--- src/rtl/tdpt_pkg.sv ---
// tdpt_pkg: widths, constants and shared types for the trial division prime test
// no dependencies; imported by tdpt_divider, trial_division_prime_test and tb_top
package tdpt_pkg;

   // width of the number under test
   localparam int NUMBER_WIDTH = 32;

   // trial divisors reach the ceiling of the square root, plus one spare bit
   localparam int DIV_W = (NUMBER_WIDTH + 1) / 2 + 1;

   // bit counter of the divider, one quotient bit per cycle
   localparam int CNT_W = $clog2(NUMBER_WIDTH);
   localparam logic [CNT_W-1:0] CNT_LAST = CNT_W'(NUMBER_WIDTH - 1);

   // smallest prime, also the first trial divisor
   localparam logic [NUMBER_WIDTH-1:0] MIN_PRIME     = NUMBER_WIDTH'(2);
   localparam logic [DIV_W-1:0]        FIRST_DIVISOR = DIV_W'(2);

   typedef enum logic [1:0] {
      ST_IDLE,
      ST_START,
      ST_DIVIDE,
      ST_FINISH
   } tdpt_state_type;

   typedef struct packed {
      logic busy;
      logic done;
   } div_status_type;

endpackage

--- src/rtl/tdpt_divider.sv ---
// tdpt_divider: shared restoring divider, one quotient bit per clock
// depends on tdpt_pkg for widths and the status struct
module tdpt_divider import tdpt_pkg::*; (
   input  logic                    clock,
   input  logic                    reset,
   input  logic                    start,
   input  logic [NUMBER_WIDTH-1:0] dividend,
   input  logic [DIV_W-1:0]        divisor,
   output div_status_type          status,
   output logic [NUMBER_WIDTH-1:0] quotient,
   output logic [DIV_W-1:0]        remainder
);

   logic                    run_ff,  run_in;
   logic                    done_ff, done_in;
   logic [CNT_W-1:0]        count_ff, count_in;
   logic [NUMBER_WIDTH-1:0] quo_ff,  quo_in;
   logic [DIV_W-1:0]        rem_ff,  rem_in;
   logic [DIV_W-1:0]        dvs_ff,  dvs_in;

   logic [DIV_W:0] shifted;
   logic [DIV_W:0] diff;
   logic           fits;

   // one restoring step
   assign shifted = {rem_ff, quo_ff[NUMBER_WIDTH-1]};
   assign diff    = shifted - {1'b0, dvs_ff};
   assign fits    = shifted >= {1'b0, dvs_ff};

   always_comb begin
      run_in   = run_ff;
      done_in  = 1'b0;
      count_in = count_ff;
      quo_in   = quo_ff;
      rem_in   = rem_ff;
      dvs_in   = dvs_ff;
      if (start) begin
         run_in   = 1'b1;
         count_in = CNT_LAST;
         quo_in   = dividend;
         rem_in   = '0;
         dvs_in   = divisor;
      end else if (run_ff) begin
         quo_in = {quo_ff[NUMBER_WIDTH-2:0], fits};
         rem_in = fits ? diff[DIV_W-1:0] : shifted[DIV_W-1:0];
         if (count_ff == '0) begin
            run_in  = 1'b0;
            done_in = 1'b1;
         end else begin
            count_in = count_ff - CNT_W'(1);
         end
      end
   end

   always_ff @(posedge clock) begin
      if (reset) begin
         run_ff   <= 1'b0;
         done_ff  <= 1'b0;
         count_ff <= '0;
      end else begin
         run_ff   <= run_in;
         done_ff  <= done_in;
         count_ff <= count_in;
      end
   end

   always_ff @(posedge clock) begin
      quo_ff <= quo_in;
      rem_ff <= rem_in;
      dvs_ff <= dvs_in;
   end

   assign status.busy = run_ff;
   assign status.done = done_ff;
   assign quotient    = quo_ff;
   assign remainder   = rem_ff;

endmodule

--- config.mk ---
export PLATFORM = sky130hd
export DESIGN_NAME = tdpt_divider
export DESIGN_NICKNAME = d
export VERILOG_FILES = /design/src/rtl/tdpt_pkg.sv /design/src/rtl/tdpt_divider.sv
export SDC_FILE = /design/constraint.sdc
export NUM_CORES = 1
export LEC_CHECK = 0
export ABC_AREA = 1
export BUFFER_PORTS_ARGS = -buffer_cell sky130_fd_sc_hd__buf_2
export CAP_MARGIN = 10
export CORE_MARGIN = 1
export CORE_UTILIZATION = 45
export CTS_CLUSTER_DIAMETER = 50
export DETAILED_ROUTE_END_ITERATION = 16
export PLACE_DENSITY = 0.8
export SETUP_SLACK_MARGIN = 0.02
export SLEW_MARGIN = 20
export SYNTH_ARGS = -nofsm -noshare
export SYNTH_HDL_FRONTEND = slang
export SYNTH_SLANG_ARGS = --single-unit
--- constraint.sdc ---
create_clock -name clock -period 2 [get_ports clock]
set_input_delay 0.1 -clock clock [delete_from_list [all_inputs] [get_ports clock]]
set_output_delay 0.1 -clock clock [all_outputs]
set_load 0.1 [all_outputs]
==> flow_summary.toml, run 1 <==
[timing]
max_slew.worst_pin.slew_ps = 494
final.setup.worst_slack_ps = -7.13
fin_crit_ps = 2010
maxSlewViolCount = 0
setup-violations-final = 1
clock.fmax_ghz = 0.498
rsz0062_at_grt = "yes"
period_share_pct = 100
hold_viol = 0
fin_setup_tns_ps = -7.13
relSlewSlack_pct = 66.8
fin_skew_ps = 17.3

[final_layout]
final_net_count = 776
diodes = 0
syn_to_final_growth_pct = 35.6
fin_util_pct = 63.1
drive_gt1_share_pct = 33.3

[setup_path]
reg2reg_depth = 10
ff2ff_setup_slack_ps = -7
path_class = "flip-flop to flip-flop"
crit_path_max_incr_delay_ps = 440
cp-end-kind = "flip-flop"
rr_startpoint = "quotient[31]$_DFFE_PP_"
crit_fanout = 5
path_cells = "inv_2, ha_4, inv_4, fa_2, nand3_4, nand3_4, nand2_2, nand3_1, nand3_1, o21ai_0"
setup.worst_path.start_class = "flip-flop"
crit_required_ps = 2240
r2r-end = "remainder[0]$_SDFFE_PP0P_"
arrival_ps = 2250
cp_slowest_cell = "fa_2"

[power]
pwr-share-clk_pct = 26.9
power_switching_mw = 1.63
power.share.switching_pct = 39.0
combinationalPowerShare_pct = 29.6
max-vdd-ir-drop_mv = 0.549
seqPwrFrac_pct = 43.5
power.density_nw_per_um2 = 718
power.internal_mw = 2.55
p_leak_nw = 3.00

[placement]
gp_congestion = 0.990
port_buffers = 102
dp_hpwl_mm = 7.88

[floorplan]
io_pins = 103
initial_utilization_pct = 46.5
coreArea_um2 = 9240
fp.dieW_um = 99.7
die_y_um = 99.7
rows = 35
die_area_um2 = 9950

[global_routing]
antenna_found_initial = 0
grt_pass1_wl_mm = 17.9
grt_usage_pct = 23.0
grt_max_degree = 41
grt-ovfl-total = 0
grt_pass1_vias = 3954

[synth]
synth_edf_count = 49
synth_cells = 552
synth-async-reset-ratio_pct = 0
ys_ff_latch = 73
synth_cell_types = 35
yosysSeqAreaShare_pct = 45.4
yosys_most_used_dff = "edfxtp_1"
syn_area_per_cell_um2 = 7.79
synthesis.nets = 624
synth_area_um2 = 4300
yosysWarnings = 0

[run]
maxCapViolations = 0

[worst_hold_path]
whs_path_depth = 3
hold_end = "quotient[28]$_DFFE_PP_"
min-delay-start = "dividend[28]"
hold_class = "primary input to flip-flop"

[route]
wirelength_mm = 12.3
drt_pass1_iterations = 7
antenna_left = 0
routedWlPerCell_um = 14.6
drc = 0
first_iter_violations = 299
vias = 4317
vias_per_cell = 5.15

[cts]
numCtsBuffers = 9
ctsRootBufferMaster = "clkbuf_8"
clock_latency_ps = 350
cts_tree = "built"
cts_sinks = 73
clk_pin_slew_ps = 90
cts_max_level = 3
cts_max_path_buffers = 2

[outcome]
failed_checks = "negative setup slack"
status = "finished with violations"
[critical path, delay by kind of cell, from the launching register on]
kind | cells | cell delay, ps
AND/OR/NAND/NOR | 5 | 690
flip-flops | 1 | 420
adder cells (fa/ha/maj) | 2 | 590
buffers and inverters | 2 | 130
AO/OA/AOI/OAI | 1 | 70
[power by group through the flow]
| stage | Combinational, mW | Clock, mW | Sequential, mW |
|---|---|---|---|
| 2_1_floorplan | 0.355 | 0 | 2.39 |
| 3_3_place_gp | 1.13 | 0 | 1.85 |
| 3_5_place_dp | 1.15 | 0 | 1.85 |
| 4_1_cts | 1.18 | 1.15 | 1.82 |
| 5_1_grt | 1.31 | 1.21 | 1.83 |
| 6_report | 1.24 | 1.13 | 1.82 |
[final cells by class]
cell class                      instances  area, µm²
Clock buffer                           10        138
Fill cell                             755       3410
Clock inverter                          6       50.0
Tap cell                              129        161
Timing Repair Buffer                  151        973
Sequential cell                        73       1970
Multi-Input combinational cell        381       2200
Inverter                               88        333
[registers in the layout (all words and copies together) (netlist names)]
| name | cells |
|---|---|
| count_ff | 5 |
| run_ff | 1 |
| remainder | 17 |
| quotient | 32 |
| dvs_ff | 17 |
| done_ff | 1 |
[worst max-delay path by stage]
| stage | start | to | cells after the start |
|---|---|---|---|
| after floorplan | quotient[31]$_DFFE_PP_ | remainder[6]$_SDFFE_PP0P_ | 12 |
| after global placement | quotient[31]$_DFFE_PP_ | remainder[14]$_SDFFE_PP0P_ | 14 |
| after detailed placement | quotient[31]$_DFFE_PP_ | remainder[2]$_SDFFE_PP0P_ | 11 |
| after CTS | quotient[31]$_DFFE_PP_ | remainder[14]$_SDFFE_PP0P_ | 14 |
| after global routing | dvs_ff[2]$_DFFE_PP_ | remainder[5]$_SDFFE_PP0P_ | 10 |
| final | quotient[31]$_DFFE_PP_ | remainder[0]$_SDFFE_PP0P_ | 10 |
[cells in the final DEF, fill, tap and decap left out, types with 16 or more instances in the layout]
cell type / instances
buf_2: 102
buf_4: 24
dfxtp_2: 16
dlygate4sd3_1: 20
edfxtp_1: 49
inv_1: 80
nand2_1: 199
nand2_2: 20
nand3_1: 38
nor2_1: 17
[per-layer routing]
metal	GRT usage (%)	part of all wire (%)
met5	0	0
met4	8.71	3.9
met3	5.97	8.8
met2	38.5	47
met1	28.4	40
[synthesized netlist by cell type (all sizes together), types with 4 or more instances]
cell type | number | area (µm²)
nor3 | 4 | 25.0
buf | 8 | 72.6
nand3b | 4 | 30.0
a31oi | 4 | 25.0
edfxtp | 49 | 1470
dfxtp | 24 | 480
o21ai | 15 | 75.1
clkbuf | 7 | 26.3
nand2 | 222 | 882
nand3 | 53 | 305
a21oi | 12 | 60.1
nor2 | 27 | 140
inv | 86 | 323
xnor2 | 6 | 52.6
ha | 19 | 238
[cells by family after synthesis]
group / share of synthesized area, %
compound gates: 3.90
xor+xnor: 1.83
fa+ha+maj: 6.00
buf+inv: 9.98
flops: 45.4
simple gates: 32.9
[metrics by stage]
step / hold WS, ps / cells / total power, mW / setup slack [ps] / area [µm²]
2_1_floorplan: 169 / 552 / 2.74 / -359 / 4350
3_3_place_gp: 276 / 788 / 2.99 / 47.2 / 5100
3_5_place_dp: 278 / 788 / 3.00 / -4.78 / 5100
4_1_cts: 0.326 / 824 / 4.16 / 30.7 / 5500
5_1_grt: 5.07 / 838 / 4.36 / -116 / 5830
6_report: 21.1 / 838 / 4.18 / -7.13 / 5830
[timing repair]
action / in CTS / in global routing
pin swaps: 1 / 18
hold endpoints to repair: 24 / 0
setup buffers: 0 / 9
endpoints found under the setup margin: 12 / 18
hold buffers: 20 / 0
cloned: 0 / 5
gates resized for setup: 2 / 43
Power figures use the tool's default switching activity.
==> run 2: changes to the inputs <==
--- a/config.mk
+++ b/config.mk
@@ -12,7 +12,7 @@
 export CORE_UTILIZATION = 45
 export CTS_CLUSTER_DIAMETER = 50
 export DETAILED_ROUTE_END_ITERATION = 16
-export PLACE_DENSITY = 0.8
+export PLACE_DENSITY = 0.77
 export SETUP_SLACK_MARGIN = 0.02
 export SLEW_MARGIN = 20
 export SYNTH_ARGS = -nofsm -noshare
==> constraint.sdc (replaced) <==
create_clock -name clock -period 2.3 [get_ports clock]
set_input_delay 0.115 -clock clock [delete_from_list [all_inputs] [get_ports clock]]
set_output_delay 0.115 -clock clock [all_outputs]
set_load 0.1 [all_outputs]
==> run 2 against run 1 <==
Compared with the run above: the run now ends clean; clock-buffer cell count unchanged; flip-flop and latch count did not move; die area did not move; clock skew fell by 2.6 ps; hold slack improved by 12 ps; register-to-register slack gained 250 ps; clock power down 12%; worst setup slack better by 250 ps; fmax fell by 2.3%; first-iteration DRC count fell by 25%; via count fell by 11%; sequential share of layout area up 3.1 points; largest cell class is now flip-flops and latches.
==> flow_summary.toml, run 2 (synthesis gave the netlist of run 1 again) <==
[global_routing]
grt_max_degree = 44
antenna_found_initial = 0
grt-ovfl-total = 0
grt_pass1_wl_mm = 17.0
grt_pass1_vias = 3790
grt_usage_pct = 21.8

[setup_path]
crit_fanout = 19
cp-end-kind = "flip-flop"
cp_slowest_cell = "fa_2"
crit_path_max_incr_delay_ps = 410
crit_start = "quotient[31]$_DFFE_PP_"
crit_buf_inv = 2
rr_startpoint = "quotient[31]$_DFFE_PP_"
crit_required_ps = 2560
ff2ff_setup_slack_ps = 250
setup.worst_path.start_class = "flip-flop"
crit_family = "simple AND/OR/NAND/NOR gates"
arrival_ps = 2320
path_class = "flip-flop to flip-flop"
path_cells = "inv_1, ha_2, inv_2, fa_2, nand3_2, nand3_2, nand2_4, nand2_8, nand2_1, nand2_1, o21ai_1"

[timing]
setup-violations-final = 0
maxSlewViolCount = 0
relSlewSlack_pct = 66.9
fin_crit_ps = 2050
clock.fmax_ghz = 0.487
max_slew.worst_pin.slew_ps = 500
rsz0062_at_grt = "no"
hold_viol = 0
period_share_pct = 89.3
final.setup.worst_slack_ps = 245
fin_skew_ps = 14.7

[route]
drt_pass1_iterations = 5
first_iter_violations = 223
antenna_left = 0
routedWlPerCell_um = 12.5
wirelength_mm = 10.1
vias = 3857
drc = 0
vias_per_cell = 4.78

[cts]
post-cts-setup-buffers = 0
clk_pin_slew_ps = 90
cts_max_path_buffers = 2
cts_hold_buf = 18
cts_sinks = 73
cts_tree = "built"
cts_max_level = 3
clock_latency_ps = 340
ctsResizeCount = 0
numCtsBuffers = 9
ctsRootBufferMaster = "clkbuf_8"

[power]
power.share.switching_pct = 37.0
pwr-share-clk_pct = 27.7
seqPwrFrac_pct = 44.3
power.internal_mw = 2.25
max-vdd-ir-drop_mv = 0.478
power_switching_mw = 1.32
combinationalPowerShare_pct = 28.0
power.density_nw_per_um2 = 671
p_leak_nw = 2.79

[placement]
place_inst = 773
gp_congestion = 0.923
dp_hpwl_mm = 7.49
port_buffers = 102
place_ws_ps = 279

[floorplan]
fp.dieW_um = 99.7
rows = 35
die_y_um = 99.7
coreArea_um2 = 9240
initial_utilization_pct = 46.5
io_pins = 103
die_area_um2 = 9950

[run]
maxCapViolations = 0

[final_layout]
fin_cells = 807
final_cell_mix = "210 x nand2_1, 102 x buf_2, 81 x inv_1, 49 x edfxtp_1, 44 x nand3_1"
layout_commonest_cell = "nand2_1"
largest_register_ff_count = 32
diodes = 0
syn_to_final_growth_pct = 23.7
final_net_count = 745
fillers = 888
drive_gt1_share_pct = 24.5

[worst_hold_path]
min-delay-start = "dividend[21]"
hold_class = "primary input to flip-flop"

[outcome]
status = "finished clean"
## run 2: cell types whose count changed in the layout (fill, tap and decap cells not counted), moves of 4 or more
cell,change
buf_4,-20
dfxtp_1,+6
dfxtp_2,-6
ha_1,+6
ha_4,-6
nand2_1,+11
nand2_2,-10
nand3_1,+6
nand3_2,-4
nor2_1,+4
## run 2: power groups by stage
stage / clock network, mW / logic (mW) / registers (mW)
floorplan: 0 / 0.303 / 2.07
global placement: 0 / 0.963 / 1.60
detailed placement: 0 / 0.975 / 1.61
CTS: 1.03 / 0.999 / 1.58
global route: 1.09 / 1.06 / 1.59
finish: 0.991 / 0.998 / 1.58
## run 2: layer usage
layer / global-route usage [%] / routed length (µm) / vias up
met5: 0 / 0 / -
met1: 27.9 / 4600 / 1730
met2: 35.9 / 4610 / 130
li1: - / - / 1979
met3: 5.13 / 654 / 18
met4: 8.26 / 219 / 0
## run 2: path summary, 6_finish.rpt
path,to,cells after the start
setup / recovery,remainder[2]$_SDFFE_PP0P_,11
hold reg to reg,remainder[13]$_SDFFE_PP0P_,2
setup reg to reg,remainder[2]$_SDFFE_PP0P_,11
hold / removal,quotient[21]$_DFFE_PP_,3
## run 2: layout make-up
| class | instances | area [µm²] | area share (%) |
|---|---|---|---|
| multi-input combinational | 376 | 1930 | 36.2 |
| timing repair buffer | 125 | 741 | 13.9 |
| sequential | 73 | 1960 | 36.9 |
| clock buffer | 10 | 128 | 2.40 |
| clock inverter | 6 | 67.6 | 1.27 |
| inverter | 88 | 330 | 6.21 |
| tap | 129 | 161 | 3.03 |
## run 2: worst min-delay path: stages
cell and delay, ps:
buf_2 70, nand2_1 40, nand2_1 50
## run 2: metrics by stage
stage                     TNS, ps  total power, mW  cell area [µm²]  util, %  hold WS (ps)
final                           0             3.57             5320     57.6          32.9
after global routing            0             3.74             5320     57.6          15.0
after CTS                       0             3.61             5320     57.6          12.7
after detailed placement        0             2.58             4940     53.5           294
after global placement          0             2.57             4940     53.5           291
after floorplan              -932             2.38             4320        -           184
==> run 3: changes to the inputs <==
--- a/config.mk
+++ b/config.mk
@@ -12,7 +12,7 @@
 export CORE_UTILIZATION = 45
 export CTS_CLUSTER_DIAMETER = 50
 export DETAILED_ROUTE_END_ITERATION = 16
-export PLACE_DENSITY = 0.77
+export PLACE_DENSITY = 0.72
 export SETUP_SLACK_MARGIN = 0.02
 export SLEW_MARGIN = 20
 export SYNTH_ARGS = -nofsm -noshare
==> constraint.sdc (replaced) <==
create_clock -name clock -period 2.3 [get_ports clock]
set_input_delay 0.23 -clock clock [delete_from_list [all_inputs] [get_ports clock]]
set_output_delay 0.23 -clock clock [all_outputs]
set_load 0.1 [all_outputs]
==> run 3 against run 2 <==
Compared with the run above: routed wire length increased by 0.66%; sequential power about the same; critical endpoint unchanged; critical path type unchanged; combinational power decreased by 3.1%; largest power group unchanged; cell area decreased by 3.4%; register-to-register slack got worse by 30 ps; first-iteration DRC count decreased by 14%; sequential share of layout area increased by 1.3 points.
==> flow_summary.toml, run 3 (synthesis gave the netlist of run 1 again) <==
[final_layout]
layout_commonest_cell = "nand2_1"
fillers = 880
final_net_count = 728
syn_to_final_growth_pct = 19.6
largest_register_ff_count = 32
diodes = 0
drive_gt1_share_pct = 25.4
final_cell_mix = "210 x nand2_1, 102 x buf_2, 81 x inv_1, 49 x edfxtp_1, 44 x nand3_1"
fin_area_um2 = 5140
fin_util_pct = 55.6

[timing]
setup-violations-final = 0
clock.fmax_ghz = 0.479
fin_skew_ps = 14.9
max_slew.worst_pin.slew_ps = 503
relSlewSlack_pct = 66.7
rsz0062_at_grt = "no"
fin_crit_ps = 2090
period_share_pct = 90.7
hold_viol = 0
maxSlewViolCount = 0

[setup_path]
r2r-end = "remainder[2]$_SDFFE_PP0P_"
rr_startpoint = "quotient[31]$_DFFE_PP_"
crit_required_ps = 2580
setup.worst_path.start_class = "flip-flop"
cp-end-kind = "flip-flop"
arrival_ps = 2370
ff2ff_setup_slack_ps = 210
path_class = "flip-flop to flip-flop"
reg2reg_depth = 11
crit_fanout = 19

[global_routing]
grt_usage_pct = 21.9
grt_pass1_vias = 3656
grt-ovfl-total = 0
grt_max_degree = 41
antenna_found_initial = 0
grt_pass1_wl_mm = 16.8

[worst_hold_path]
whs_path_depth = 1
min-delay-start = "divisor[15]"
hold_end = "dvs_ff[15]$_DFFE_PP_"
hold_class = "primary input to flip-flop"

[power]
power.density_nw_per_um2 = 698
p_leak_nw = 2.72
max-vdd-ir-drop_mv = 0.440

[placement]
dpl-instance-area_um2 = 4940
dp_hpwl_mm = 7.56
gp_congestion = 0.914
port_buffers = 102

[route]
wirelength_mm = 10.2
antenna_left = 0
drc = 0
first_iter_violations = 192
routedWlPerCell_um = 12.9
vias = 3870
vias_per_cell = 4.90
drt_pass1_iterations = 5

[floorplan]
rows = 35
io_pins = 103
die_area_um2 = 9950
fp.dieW_um = 99.7
coreArea_um2 = 9240
initial_utilization_pct = 46.5
die_y_um = 99.7

[outcome]
status = "finished clean"

[run]
maxCapViolations = 0

[cts]
clk_pin_slew_ps = 90
cts_max_level = 3
ctsResizeCount = 0
cts_max_path_buffers = 2
cts_hold_buf = 0
numCtsBuffers = 9
clock_latency_ps = 350
ctsRootBufferMaster = "clkbuf_8"
post-cts-setup-buffers = 0
cts_tree = "built"
cts_sinks = 73
[run 3: cell count changes in the layout (fill, tap and decap cells not counted), sizes merged]
cell	delta
buf	+1
inv	+2
clkinv	-1
dlygate4sd3	-18
clkbuf	-1
[run 3: per-layer routing]
metal	track usage, %	share of wire (%)	wire [µm]
met2	36.8	47	4730
met4	8.03	2.0	208
met3	5.97	7.7	779
met1	26.7	44	4440
met5	0	0	0
[run 3: how the worst max path moves through the flow]
stage	to	from	cells after the start	slack [ps]
6_report	remainder[2]$_SDFFE_PP0P_	quotient[31]$_DFFE_PP_	11	210
5_1_grt	remainder[2]$_SDFFE_PP0P_	quotient[31]$_DFFE_PP_	11	30
4_1_cts	remainder[2]$_SDFFE_PP0P_	quotient[31]$_DFFE_PP_	11	230
3_5_place_dp	remainder[2]$_SDFFE_PP0P_	quotient[31]$_DFFE_PP_	11	250
3_3_place_gp	remainder[2]$_SDFFE_PP0P_	quotient[31]$_DFFE_PP_	11	320
2_1_floorplan	remainder[6]$_SDFFE_PP0P_	quotient[31]$_DFFE_PP_	12	-100
[run 3: where the power goes]
group          leakage [nW]  switching (mW)  internal (mW)
clock network        0.0983           0.530          0.511
registers             0.694          0.0568           1.53
logic                  1.93           0.773          0.194
[run 3: cell type report]
cell class	instances	area [µm²]	share of cell area [%]
clock inverter	7	76.3	1.48
multi-input combinational	376	1930	37.5
clock buffer	9	124	2.41
inverter	88	330	6.43
sequential	73	1960	38.2
timing repair buffer	108	556	10.8
tap	129	161	3.14
[run 3: worst max-delay path, cell delays in order (launching register included)]
cell and delay, ps:
edfxtp_1 400, inv_1 90, ha_2 180, inv_2 60, fa_2 400, nand3_2 90
nand3_2 100, nand2_4 250, nand2_8 170, nand2_1 100, nand2_1 50, o21ai_1 120
[run 3: metrics by stage]
step / hold WS, ps / std cells / worst slack [ps] / setup TNS [ps] / power [mW]
after CTS: 28.8 / 790 / 231 / 0 / 3.62
after floorplan: 299 / 552 / -102 / -932 / 2.38
after global routing: 23.7 / 790 / 26.8 / 0 / 3.75
after global placement: 407 / 774 / 322 / 0 / 2.57
after detailed placement: 409 / 774 / 249 / 0 / 2.58
final: 48.6 / 790 / 213 / 0 / 3.59
